`src/frsu_pkg.sv`:
```
`timescale 1ns / 1ps

package frsu_pkg;

	localparam int TIME_W  = 32;
	localparam int CNT_W   = 24;
	localparam int JIT_W   = 48;
	localparam int OUT_W   = 28;
	localparam int IVL_W   = 24;
	localparam int IDEAL_W = 20;
	localparam int PROD_W  = CNT_W + OUT_W;
	localparam int DVD_W   = 56;
	localparam int DVS_W   = TIME_W;
	localparam int STEP_W  = 6;

	localparam logic [IDEAL_W-1:0] IDEAL_RST = 20'd16667;
	localparam logic [OUT_W-1:0]   Q8_MICROS = 28'd256000000;
	localparam logic [OUT_W-1:0]   OUT_MAX   = '1;

	// 256e6 parked in the top half: only OUT_W quotient bits need computing
	localparam logic [DVD_W-1:0]  DVD_Q8      = {Q8_MICROS, {(DVD_W - OUT_W){1'b0}}};
	localparam logic [STEP_W-1:0] STEPS_SHORT = STEP_W'(DVD_W - OUT_W);
	localparam logic [STEP_W-1:0] STEPS_LONG  = STEP_W'(DVD_W);

	localparam logic ACT_FRAME  = 1'b0;
	localparam logic ACT_REPORT = 1'b1;

endpackage

```
`src/frame_rate_statistics_unit.sv`:
```
`timescale 1ns / 1ps

// Frame rate statistics. A frame item (action 0) adds one frame interval to the
// count, time sum, shortest/longest time and jitter sum; a report item (action 1)
// returns average, minimum and maximum fps and mean jitter in unsigned Q.8 and
// clears the accumulators. All division is done by one restoring divider that
// produces one quotient bit per cycle, so in_stall is high while an item is
// worked on: a frame takes one division, plus one more when the ideal period's
// fps has to be recomputed (first frame after reset or after a write of the
// ideal period); a report takes two 28-step and two 56-step divisions, or none
// when no frame has been seen. A finished report waits in its own register
// until the output register is free, and the output register holds a result
// while further items are accepted.
module frame_rate_statistics_unit (
	input  logic                         clk,
	input  logic                         arst_n,
	input  logic                         cfg_wr_en,
	input  logic [frsu_pkg::IDEAL_W-1:0] cfg_wr_data,
	input  logic                         in_valid,
	output logic                         in_stall,
	input  logic                         action,
	input  logic [frsu_pkg::IVL_W-1:0]   frame_interval_us,
	output logic                         out_valid,
	input  logic                         out_stall,
	output logic [frsu_pkg::OUT_W-1:0]   average_fps,
	output logic [frsu_pkg::OUT_W-1:0]   minimum_fps,
	output logic [frsu_pkg::OUT_W-1:0]   maximum_fps,
	output logic [frsu_pkg::OUT_W-1:0]   jitter_fps
);
	import frsu_pkg::*;

	typedef enum logic [3:0] {
		S_IDLE,
		S_F_IDEAL,
		S_F_T,
		S_F_JIT,
		S_R_MIN,
		S_R_MAX,
		S_R_AVG,
		S_R_JIT,
		S_R_OUT
	} state_t;

	state_t               state_q;
	logic [IDEAL_W-1:0]   ideal_q;
	logic [OUT_W-1:0]     ideal_fps_q;
	logic                 ideal_ok_q;
	logic                 started_q;
	logic [CNT_W-1:0]     count_q;
	logic [TIME_W-1:0]    sum_q;
	logic [TIME_W-1:0]    short_q;
	logic [TIME_W-1:0]    long_q;
	logic [JIT_W-1:0]     jit_q;
	logic [IVL_W-1:0]     t_q;
	logic [PROD_W-1:0]    prod_q;
	logic [OUT_W-1:0]     b_q;
	logic [OUT_W-1:0]     res_avg_q, res_min_q, res_max_q, res_jit_q;
	logic [OUT_W-1:0]     avg_out_q, min_out_q, max_out_q, jit_out_q;
	logic                 out_valid_q;

	// shared divider
	logic [DVD_W-1:0]     dq_q;
	logic [DVS_W-1:0]     rem_q;
	logic [DVS_W-1:0]     dvs_q;
	logic [STEP_W-1:0]    cnt_q;

	logic                 accept;
	logic                 out_free;
	logic                 div_done;
	logic [IDEAL_W-1:0]   ideal_eff;
	logic [IVL_W-1:0]     t_eff;
	logic [DVS_W:0]       rem_sh;
	logic                 rem_ge;
	logic [DVS_W:0]       rem_sub;
	logic [OUT_W-1:0]     q_sat;
	logic [TIME_W:0]      sum_add;
	logic [OUT_W-1:0]     jit_diff;
	logic [JIT_W:0]       jit_add;

	logic                 ld_en;
	logic [DVD_W-1:0]     ld_dvd;
	logic [DVS_W-1:0]     ld_dvs;
	logic [STEP_W-1:0]    ld_steps;

	assign in_stall  = (state_q != S_IDLE);
	assign accept    = in_valid && !in_stall;
	assign out_free  = !out_valid_q || !out_stall;
	assign div_done  = (cnt_q == '0);

	assign ideal_eff = (ideal_q == '0) ? IDEAL_W'(1) : ideal_q;
	assign t_eff     = !started_q ? IVL_W'(ideal_eff) :
	                   (frame_interval_us == '0) ? IVL_W'(1) : frame_interval_us;

	assign rem_sh    = {rem_q, dq_q[DVD_W-1]};
	assign rem_ge    = (rem_sh >= {1'b0, dvs_q});
	assign rem_sub   = rem_sh - {1'b0, dvs_q};
	assign q_sat     = (|dq_q[DVD_W-1:OUT_W]) ? OUT_MAX : dq_q[OUT_W-1:0];

	assign sum_add   = {1'b0, sum_q} + (TIME_W + 1)'(t_eff);
	assign jit_diff  = (ideal_fps_q >= b_q) ? (ideal_fps_q - b_q) : (b_q - ideal_fps_q);
	assign jit_add   = {1'b0, jit_q} + (JIT_W + 1)'(jit_diff);

	// next division to start, if any
	always_comb begin
		ld_en    = 1'b0;
		ld_dvd   = DVD_Q8;
		ld_dvs   = '0;
		ld_steps = STEPS_SHORT;
		case (state_q)
			S_IDLE: begin
				if (accept) begin
					if (action == ACT_FRAME) begin
						ld_en  = 1'b1;
						ld_dvs = ideal_ok_q ? DVS_W'(t_eff) : DVS_W'(ideal_eff);
					end else if (count_q != '0) begin
						ld_en  = 1'b1;
						ld_dvs = long_q;
					end
				end
			end
			S_F_IDEAL: begin
				if (div_done) begin
					ld_en  = 1'b1;
					ld_dvs = DVS_W'(t_q);
				end
			end
			S_R_MIN: begin
				if (div_done) begin
					ld_en  = 1'b1;
					ld_dvs = short_q;
				end
			end
			S_R_MAX: begin
				if (div_done) begin
					ld_en    = 1'b1;
					ld_dvd   = DVD_W'(prod_q);
					ld_dvs   = sum_q;
					ld_steps = STEPS_LONG;
				end
			end
			S_R_AVG: begin
				if (div_done) begin
					ld_en    = 1'b1;
					ld_dvd   = DVD_W'(jit_q);
					ld_dvs   = DVS_W'(count_q);
					ld_steps = STEPS_LONG;
				end
			end
			default: ;
		endcase
	end

	always_ff @(posedge clk or negedge arst_n) begin
		if (!arst_n) begin
			cnt_q <= '0;
		end else if (ld_en) begin
			cnt_q <= ld_steps;
		end else if (!div_done) begin
			cnt_q <= cnt_q - 1'b1;
		end
	end

	// restoring division, one quotient bit per cycle shifted in at the bottom
	always_ff @(posedge clk) begin
		if (ld_en) begin
			dq_q  <= ld_dvd;
			rem_q <= '0;
			dvs_q <= ld_dvs;
		end else if (!div_done) begin
			dq_q  <= {dq_q[DVD_W-2:0], rem_ge};
			rem_q <= rem_ge ? rem_sub[DVS_W-1:0] : rem_sh[DVS_W-1:0];
		end
	end

	always_ff @(posedge clk or negedge arst_n) begin
		if (!arst_n) begin
			state_q     <= S_IDLE;
			ideal_q     <= IDEAL_RST;
			ideal_fps_q <= '0;
			ideal_ok_q  <= 1'b0;
			started_q   <= 1'b0;
			count_q     <= '0;
			sum_q       <= '0;
			short_q     <= '1;
			long_q      <= '0;
			jit_q       <= '0;
			t_q         <= '0;
			prod_q      <= '0;
			b_q         <= '0;
			res_avg_q   <= '0;
			res_min_q   <= '0;
			res_max_q   <= '0;
			res_jit_q   <= '0;
			avg_out_q   <= '0;
			min_out_q   <= '0;
			max_out_q   <= '0;
			jit_out_q   <= '0;
			out_valid_q <= 1'b0;
		end else begin
			if (cfg_wr_en) begin
				ideal_q    <= cfg_wr_data;
				ideal_ok_q <= 1'b0;
			end
			if (out_valid_q && !out_stall) begin
				out_valid_q <= 1'b0;
			end
			case (state_q)
				S_IDLE: begin
					if (accept) begin
						if (action == ACT_FRAME) begin
							started_q <= 1'b1;
							t_q       <= t_eff;
							if (count_q != '1) begin
								count_q <= count_q + 1'b1;
							end
							sum_q <= sum_add[TIME_W] ? '1 : sum_add[TIME_W-1:0];
							if (TIME_W'(t_eff) < short_q) begin
								short_q <= TIME_W'(t_eff);
							end
							if (TIME_W'(t_eff) > long_q) begin
								long_q <= TIME_W'(t_eff);
							end
							state_q <= ideal_ok_q ? S_F_T : S_F_IDEAL;
						end else begin
							prod_q <= PROD_W'(count_q) * PROD_W'(Q8_MICROS);
							if (count_q == '0) begin
								res_avg_q <= '0;
								res_min_q <= '0;
								res_max_q <= '0;
								res_jit_q <= '0;
								state_q   <= S_R_OUT;
							end else begin
								state_q <= S_R_MIN;
							end
						end
					end
				end
				S_F_IDEAL: begin
					if (div_done) begin
						ideal_fps_q <= dq_q[OUT_W-1:0];
						ideal_ok_q  <= 1'b1;
						state_q     <= S_F_T;
					end
				end
				S_F_T: begin
					if (div_done) begin
						b_q     <= dq_q[OUT_W-1:0];
						state_q <= S_F_JIT;
					end
				end
				S_F_JIT: begin
					jit_q   <= jit_add[JIT_W] ? '1 : jit_add[JIT_W-1:0];
					state_q <= S_IDLE;
				end
				S_R_MIN: begin
					if (div_done) begin
						res_min_q <= q_sat;
						state_q   <= S_R_MAX;
					end
				end
				S_R_MAX: begin
					if (div_done) begin
						res_max_q <= q_sat;
						state_q   <= S_R_AVG;
					end
				end
				S_R_AVG: begin
					if (div_done) begin
						res_avg_q <= q_sat;
						state_q   <= S_R_JIT;
					end
				end
				S_R_JIT: begin
					if (div_done) begin
						res_jit_q <= q_sat;
						state_q   <= S_R_OUT;
					end
				end
				S_R_OUT: begin
					if (out_free) begin
						avg_out_q   <= res_avg_q;
						min_out_q   <= res_min_q;
						max_out_q   <= res_max_q;
						jit_out_q   <= res_jit_q;
						out_valid_q <= 1'b1;
						count_q     <= '0;
						sum_q       <= '0;
						short_q     <= '1;
						long_q      <= '0;
						jit_q       <= '0;
						state_q     <= S_IDLE;
					end
				end
				default: state_q <= S_IDLE;
			endcase
		end
	end

	assign out_valid   = out_valid_q;
	assign average_fps = avg_out_q;
	assign minimum_fps = min_out_q;
	assign maximum_fps = max_out_q;
	assign jitter_fps  = jit_out_q;

endmodule

```
`config.mk`:
```
export PLATFORM = sky130hd
export DESIGN_NAME = frame_rate_statistics_unit
export DESIGN_NICKNAME = d
export VERILOG_FILES = /design/src/frsu_pkg.sv /design/src/frame_rate_statistics_unit.sv
export SDC_FILE = /design/constraint.sdc
export NUM_CORES = 2
export LEC_CHECK = 0
export ABC_AREA = 1
export BUFFER_PORTS_ARGS = -buffer_cell sky130_fd_sc_hd__buf_2
export CAP_MARGIN = 20
export CORE_ASPECT_RATIO = 1.5
export CORE_MARGIN = 2
export CORE_UTILIZATION = 60
export DETAILED_ROUTE_END_ITERATION = 12
export PLACE_DENSITY = 0.78
export SYNTH_ARGS = -nofsm -noshare
export SYNTH_HDL_FRONTEND = slang
export SYNTH_SLANG_ARGS = --single-unit
```
`constraint.sdc`:
```
create_clock -name clk -period 15.75 [get_ports clk]
set_input_delay 3.9375 -clock clk [delete_from_list [all_inputs] [get_ports clk]]
set_output_delay 3.9375 -clock clk [all_outputs]
set_load 0.01 [all_outputs]
```
==> Word-level counts from Yosys, hierarchy flattened <==
Index checks and enable logic that the tools add are counted.
{ "word_totals": {"memories": 0, "out_inout_bits": 114, "in_bits": 50, "reg_bits": 663, "ram_bits": 0, "elab_cells": 177, "latchBits": 0, "romBits": 0} }
{ "classes": {"shift": 0, "n_bitwise": 1, "addsub": 7, "n_reduce_logical": 37, "n_div": 0, "mux": 77, "magnitude_cmp": 4, "n_mul": 1, "eq_ne": 24} }
{ "op_table": {"columns": ["op", "n"], "rows": [
  ["32-bit two-way mux", 17],
  ["56-bit two-way mux", 4],
  ["28-bit case mux with 2 select lines", 4],
  ["24-bit two-way mux", 9],
  ["32-bit case mux with 2 select lines", 3],
  ["28-bit two-way mux", 6],
  ["32-bit case mux with 5 select lines", 1],
  ["56-bit case mux with 2 select lines", 1],
  ["48-bit two-way mux", 2],
  ["48-bit case mux with 2 select lines", 1],
  ["28-bit subtractor", 2],
  ["48-bit by 28-bit adder with 49-bit output", 1],
  ["24-bit zero test", 2],
  ["24-bit case mux with 2 select lines", 1],
  ["4-bit two-way mux", 10],
  ["24-bit by 14-bit multiplier with 38-bit output, second input constant", 1],
  ["5-bit AND reduction", 7],
  ["32-bit by 24-bit adder with 33-bit output", 1],
  ["33-bit by 32-bit >= comparator with 1-bit output", 1],
  ["24-bit by 32-bit greater-than comparator with 1-bit output", 1],
  ["24-bit by 32-bit less-than comparator with 1-bit output", 1],
  ["4-bit case mux with 8 select lines", 1],
  ["32-bit subtractor", 1],
  ["28-bit >= comparator", 1],
  ["other kinds (31)", 72]
]} }

==> Depth between registers and ports, before layout <==
{ "depth": {"word_depth": 8, "mapped_depth": 35, "ltp_nobuf": 34} }

==> Least setup slack after synthesis <==
No wires, ideal clock.
{ "synth_path": {"path_kind": "input -> register", "startpoint": "input frame_interval_us[0] (netlist name)", "endpoint": "register sum_q[13]", "cell_stages": 22, "t_required_ns": 15.667, "arrival_time_ns": 6.603, "path_slack_ns": 9.065, "setup_ns": 0.083, "n_path_buf": 1, "path_cell_list": "nor2_1 nand2_1 nor2_1 nand3_1 nand2_1 nand2_1 inv_1 ha_1 inv_1 fa_1 o21ai_0 nand3_1 nand2_1 nand3_1 nand3_1 nand3_1 nand2_1 nand3_1 inv_1 clkbuf_1 o21ai_0 o21ai_0"} }
{ "synth_via": {"elab_chain_len": 8} }
{ "synth_rtl": {"columns": ["item", "line_no", "text"], "rows": [
  ["from (decl)", "frame_rate_statistics_unit.sv:22", "input logic [frsu_pkg::IVL_W-1:0] frame_interval_us,"],
  ["24-bit zero test", "frame_rate_statistics_unit.sv:92", "(frame_interval_us == '0) ? IVL_W'(1) : frame_interval_us;"],
  ["24-bit two-way mux (*)", "frame_rate_statistics_unit.sv:92", null],
  ["24-bit two-way mux (*)", "frame_rate_statistics_unit.sv:91", "assign t_eff = !started_q ? IVL_W'(ideal_eff) :"],
  ["named net t_eff[0]", "frame_rate_statistics_unit.sv:71", "logic [IVL_W-1:0] t_eff;"],
  ["32-bit by 24-bit adder with 33-bit output (*)", "frame_rate_statistics_unit.sv:99", "assign sum_add = {1'b0, sum_q} + (TIME_W + 1)'(t_eff);"],
  ["32-bit two-way mux (*)", "frame_rate_statistics_unit.sv:216", "sum_q <= sum_add[TIME_W] ? '1 : sum_add[TIME_W-1:0];"],
  ["32-bit two-way mux (*)", "frame_rate_statistics_unit.sv:210", "if (action == ACT_FRAME) begin"],
  ["32-bit two-way mux (*)", "frame_rate_statistics_unit.sv:209", "if (accept) begin"],
  ["32-bit case mux with 2 select lines (*)", "frame_rate_statistics_unit.sv:207", "case (state_q)"],
  ["to (signal assigned)", "frame_rate_statistics_unit.sv:216", null],
  ["to (decl)", "frame_rate_statistics_unit.sv:50", "logic [TIME_W-1:0] sum_q;"]
]} }
The timed path passes the listed nets; every way through them passes the cells marked *. The select of a mux whose other input is x is not followed.
A chain may end at the register's enable or synchronous reset.

==> Final worst setup path <==
{ "layout_path": {"startpoint": "input frame_interval_us[0] (netlist name)", "endpoint": "register sum_q[17]"} }
The elaborated chain is that of the path after synthesis.

==> flow_metrics.py <==
metrics = {
    "job": {
        "max_cap_viol_count": 0,
    },
    "detailed_routing": {
        "wire_per_inst_um": 22.5,
        "drtIter0Drc": 3681,
        "dr.pass1.iters": 6,
        "drc": 0,
        "viasPerCell": 6.03,
        "via_count": 38144,
        "finalWirelength_mm": 143,
        "ant_nets": 0,
    },
    "grt": {
        "first_global_vias": 38211,
        "grt_pass1_wl_mm": 217,
        "grt.total_usage_pct": 39.0,
        "grt_max_degree": 120,
        "antenna_found_initial": 3,
        "overflow": 0,
    },
    "timing": {
        "setup_slack_ns": 8.28,
        "setup_viol": 0,
        "timing.slew.headroom_pct": 23.7,
        "clock_skew_ns": 0.0513,
        "hold_ws_ns": 0.462,
        "hold_viol": 0,
        "worstMarginPinSlew_ns": 1.13,
        "max_freq_mhz": 134,
        "tns_ns": 0,
        "slew_violations": 0,
        "rsz0062_at_grt": "no",
        "fin_crit_ns": 7.47,
        "fin_crit_sh_pct": 47.4,
    },
    "yosys": {
        "synthTopCellsByArea": "dfrtp_1 29%, ha_1 10%, nand2_1 10%, inv_1 6.8%, o21ai_0 6.5%",
        "synthArstFlopShare_pct": 81.5,
        "synth_area_um2": 42500,
        "synth_warnings": 0,
        "synthDistinctLibCells": 57,
        "syn_inst": 5264,
        "syn_nets": 5763,
        "syn_area_per_cell_um2": 8.07,
        "synth_edf_count": 88,
        "synth_ff_type": "dfrtp_1",
        "synth_top_area_share_pct": 29.3,
        "yosysTopAreaCell": "dfrtp_1",
        "synth_seq_cells": 648,
        "yosysSeqAreaShare_pct": 38.9,
    },
    "setup_path": {
        "r2r-start": "ideal_fps_q[0]",
        "reg2reg_to": "jit_q[27]",
        "cp-endpoint": "sum_q[17]",
        "cp.arrival_ns": 8.03,
        "critPathLaunch": "frame_interval_us[0]",
        "r2r_cells": 30,
        "critPathLaunchType": "input pin",
        "crit_fanout": 21,
        "crit_path_end_kind": "flip-flop",
        "required_ns": 16.32,
        "r2r_setup_slack_ns": 8.87,
        "worstSetupPathType": "in -> reg",
    },
    "clock_network": {
        "clkTransAtPathRegs_ns": 0.07,
        "cts_resized": 0,
        "ctsHoldBuffers": 0,
        "htreeDepth": 3,
        "tritoncts": "yes",
        "post-cts-setup-buffer-count": 0,
        "cts_sinks": 648,
        "root_buffer": "clkbuf_16",
        "insertion_delay_ns": 0.67,
        "clockBufferDepth": 3,
        "cts_buffers": 66,
    },
    "place": {
        "io_buffer_count": 163,
        "dpl_worst_slack_ns": 7.65,
        "gp_congestion": 1.04,
        "dp_hpwl_mm": 107,
    },
    "floorplan": {
        "die_x_um": 221,
        "die-height_um": 330,
        "pin_count": 164,
        "start_util_pct": 60.6,
        "rows": 119,
        "core_um2": 70100,
        "die_area_um2": 73000,
    },
    "min_path": {
        "hp-class": "reg -> reg",
    },
    "finish": {
        "syn_to_final_growth_pct": 9.76,
        "drive_gt1_share_pct": 7.75,
        "final_nets": 5863,
    },
    "status": {
        "status": "completed",
    },
}
[synthesized netlist by cell type, drive strengths merged (47+ instances only)]
cell,count
a21oi,336
fa,100
nor3,56
xnor2,47
edfxtp,88
o21ai,561
ha,349
o22ai,102
nand3,136
dfrtp,497
clkbuf,172
nor2,308
nand2,1164
inv,778
xor2,105
[area by class of cell]
type | instances | area, um2
fillers | 5989 | 23500
multi-input cells | 3640 | 22300
flip-flops and latches | 648 | 16500
inverters | 783 | 2940
clock buffers | 91 | 1890
repair buffers | 225 | 1380
well taps | 907 | 1130
clock inverters | 31 | 399
diodes | 1 | 2.50
[layout by cell type, fill, tap and decap left out, types with 35 or more instances in the layout]
master,n
a21oi_1,335
a221oi_1,40
buf_2,163
buf_4,55
clkbuf_16,67
dfrtp_1,497
edfxtp_1,88
fa_1,100
ha_1,349
inv_1,766
nand2_1,1160
nand3_1,135
nor2_1,299
nor3_1,54
o21ai_0,554
o22ai_1,102
o31ai_1,35
xnor2_1,47
xor2_1,105
[how the worst min path moves through the flow]
stage,startpoint,to,slack (ns),cells after the start
3_5_place_dp,short_q[2],short_q[2],0.45,2
5_1_grt,short_q[2],short_q[2],0.48,2
3_3_place_gp,minimum_fps[7],minimum_fps[7],0.45,2
2_1_floorplan,prod_q[19],prod_q[19],0.44,2
6_report,short_q[2],short_q[2],0.46,2
4_1_cts,short_q[2],short_q[2],0.46,2
[routing by layer]
| layer | GRT usage, % | vias up | routed length [um] |
|---|---|---|---|
| li1 | - | 17659 | - |
| met1 | 39.8 | 18193 | 47500 |
| met2 | 67.9 | 1672 | 70500 |
| met3 | 5.78 | 618 | 8490 |
| met4 | 38.0 | 2 | 16100 |
| met5 | 0 | - | 12 |
[state kept, by name, summed over array words and instances, names as in the netlist, 32 cells and up]
| signal | cells |
|---|---|
| dq_q | 56 |
| jit_q | 48 |
| prod_q | 38 |
| dvs_q | 32 |
| rem_q | 32 |
| sum_q | 32 |
[logic make-up (layout without fill, tap and decap cells)]
kind of cell	count (synthesis)	in the layout	share of synthesized area (%)
AO/OA/AOI/OAI	1295	1295	17.7
XOR/XNOR	152	152	3.13
adder cells (fa/ha/maj)	449	449	15.0
buffers and inverters	976	1130	8.66
flip-flops	648	648	38.9
multiplexers	1	1	0.0265
other	0	1	0
AND/OR/NAND/NOR	1743	1743	16.5
[metrics by stage]
step | area (um2) | std cells | utilization [%]
3_5_place_dp | 44200 | 6196 | 63.0
2_1_floorplan | 42500 | 5264 | -
4_1_cts | 46500 | 6318 | 66.3
5_1_grt | 46600 | 6325 | 66.5
6_report | 46600 | 6326 | 66.5
3_3_place_gp | 44200 | 6196 | 63.0
[worst max-delay path, stage by stage]
cell	delay, ns
buf_2	0.11
nor2_1	0.11
nand2_1	0.06
nor2_1	0.13
nand3_1	0.09
nand2_1	0.06
nand2_1	0.14
inv_1	0.12
ha_1	0.19
inv_1	0.06
fa_1	0.40
o21ai_0	0.42
nand3_1	0.12
nand2_1	0.16
nand3_1	0.09
nand3_1	0.16
nand3_1	0.09
nand2_1	0.20
nand3_1	0.38
inv_1	0.68
o21ai_0	0.18
o21ai_0	0.13
Power is left out: the tool's default activity adds up to more than one toggle a clock period on the data nets, which glitch-free logic cannot reach.
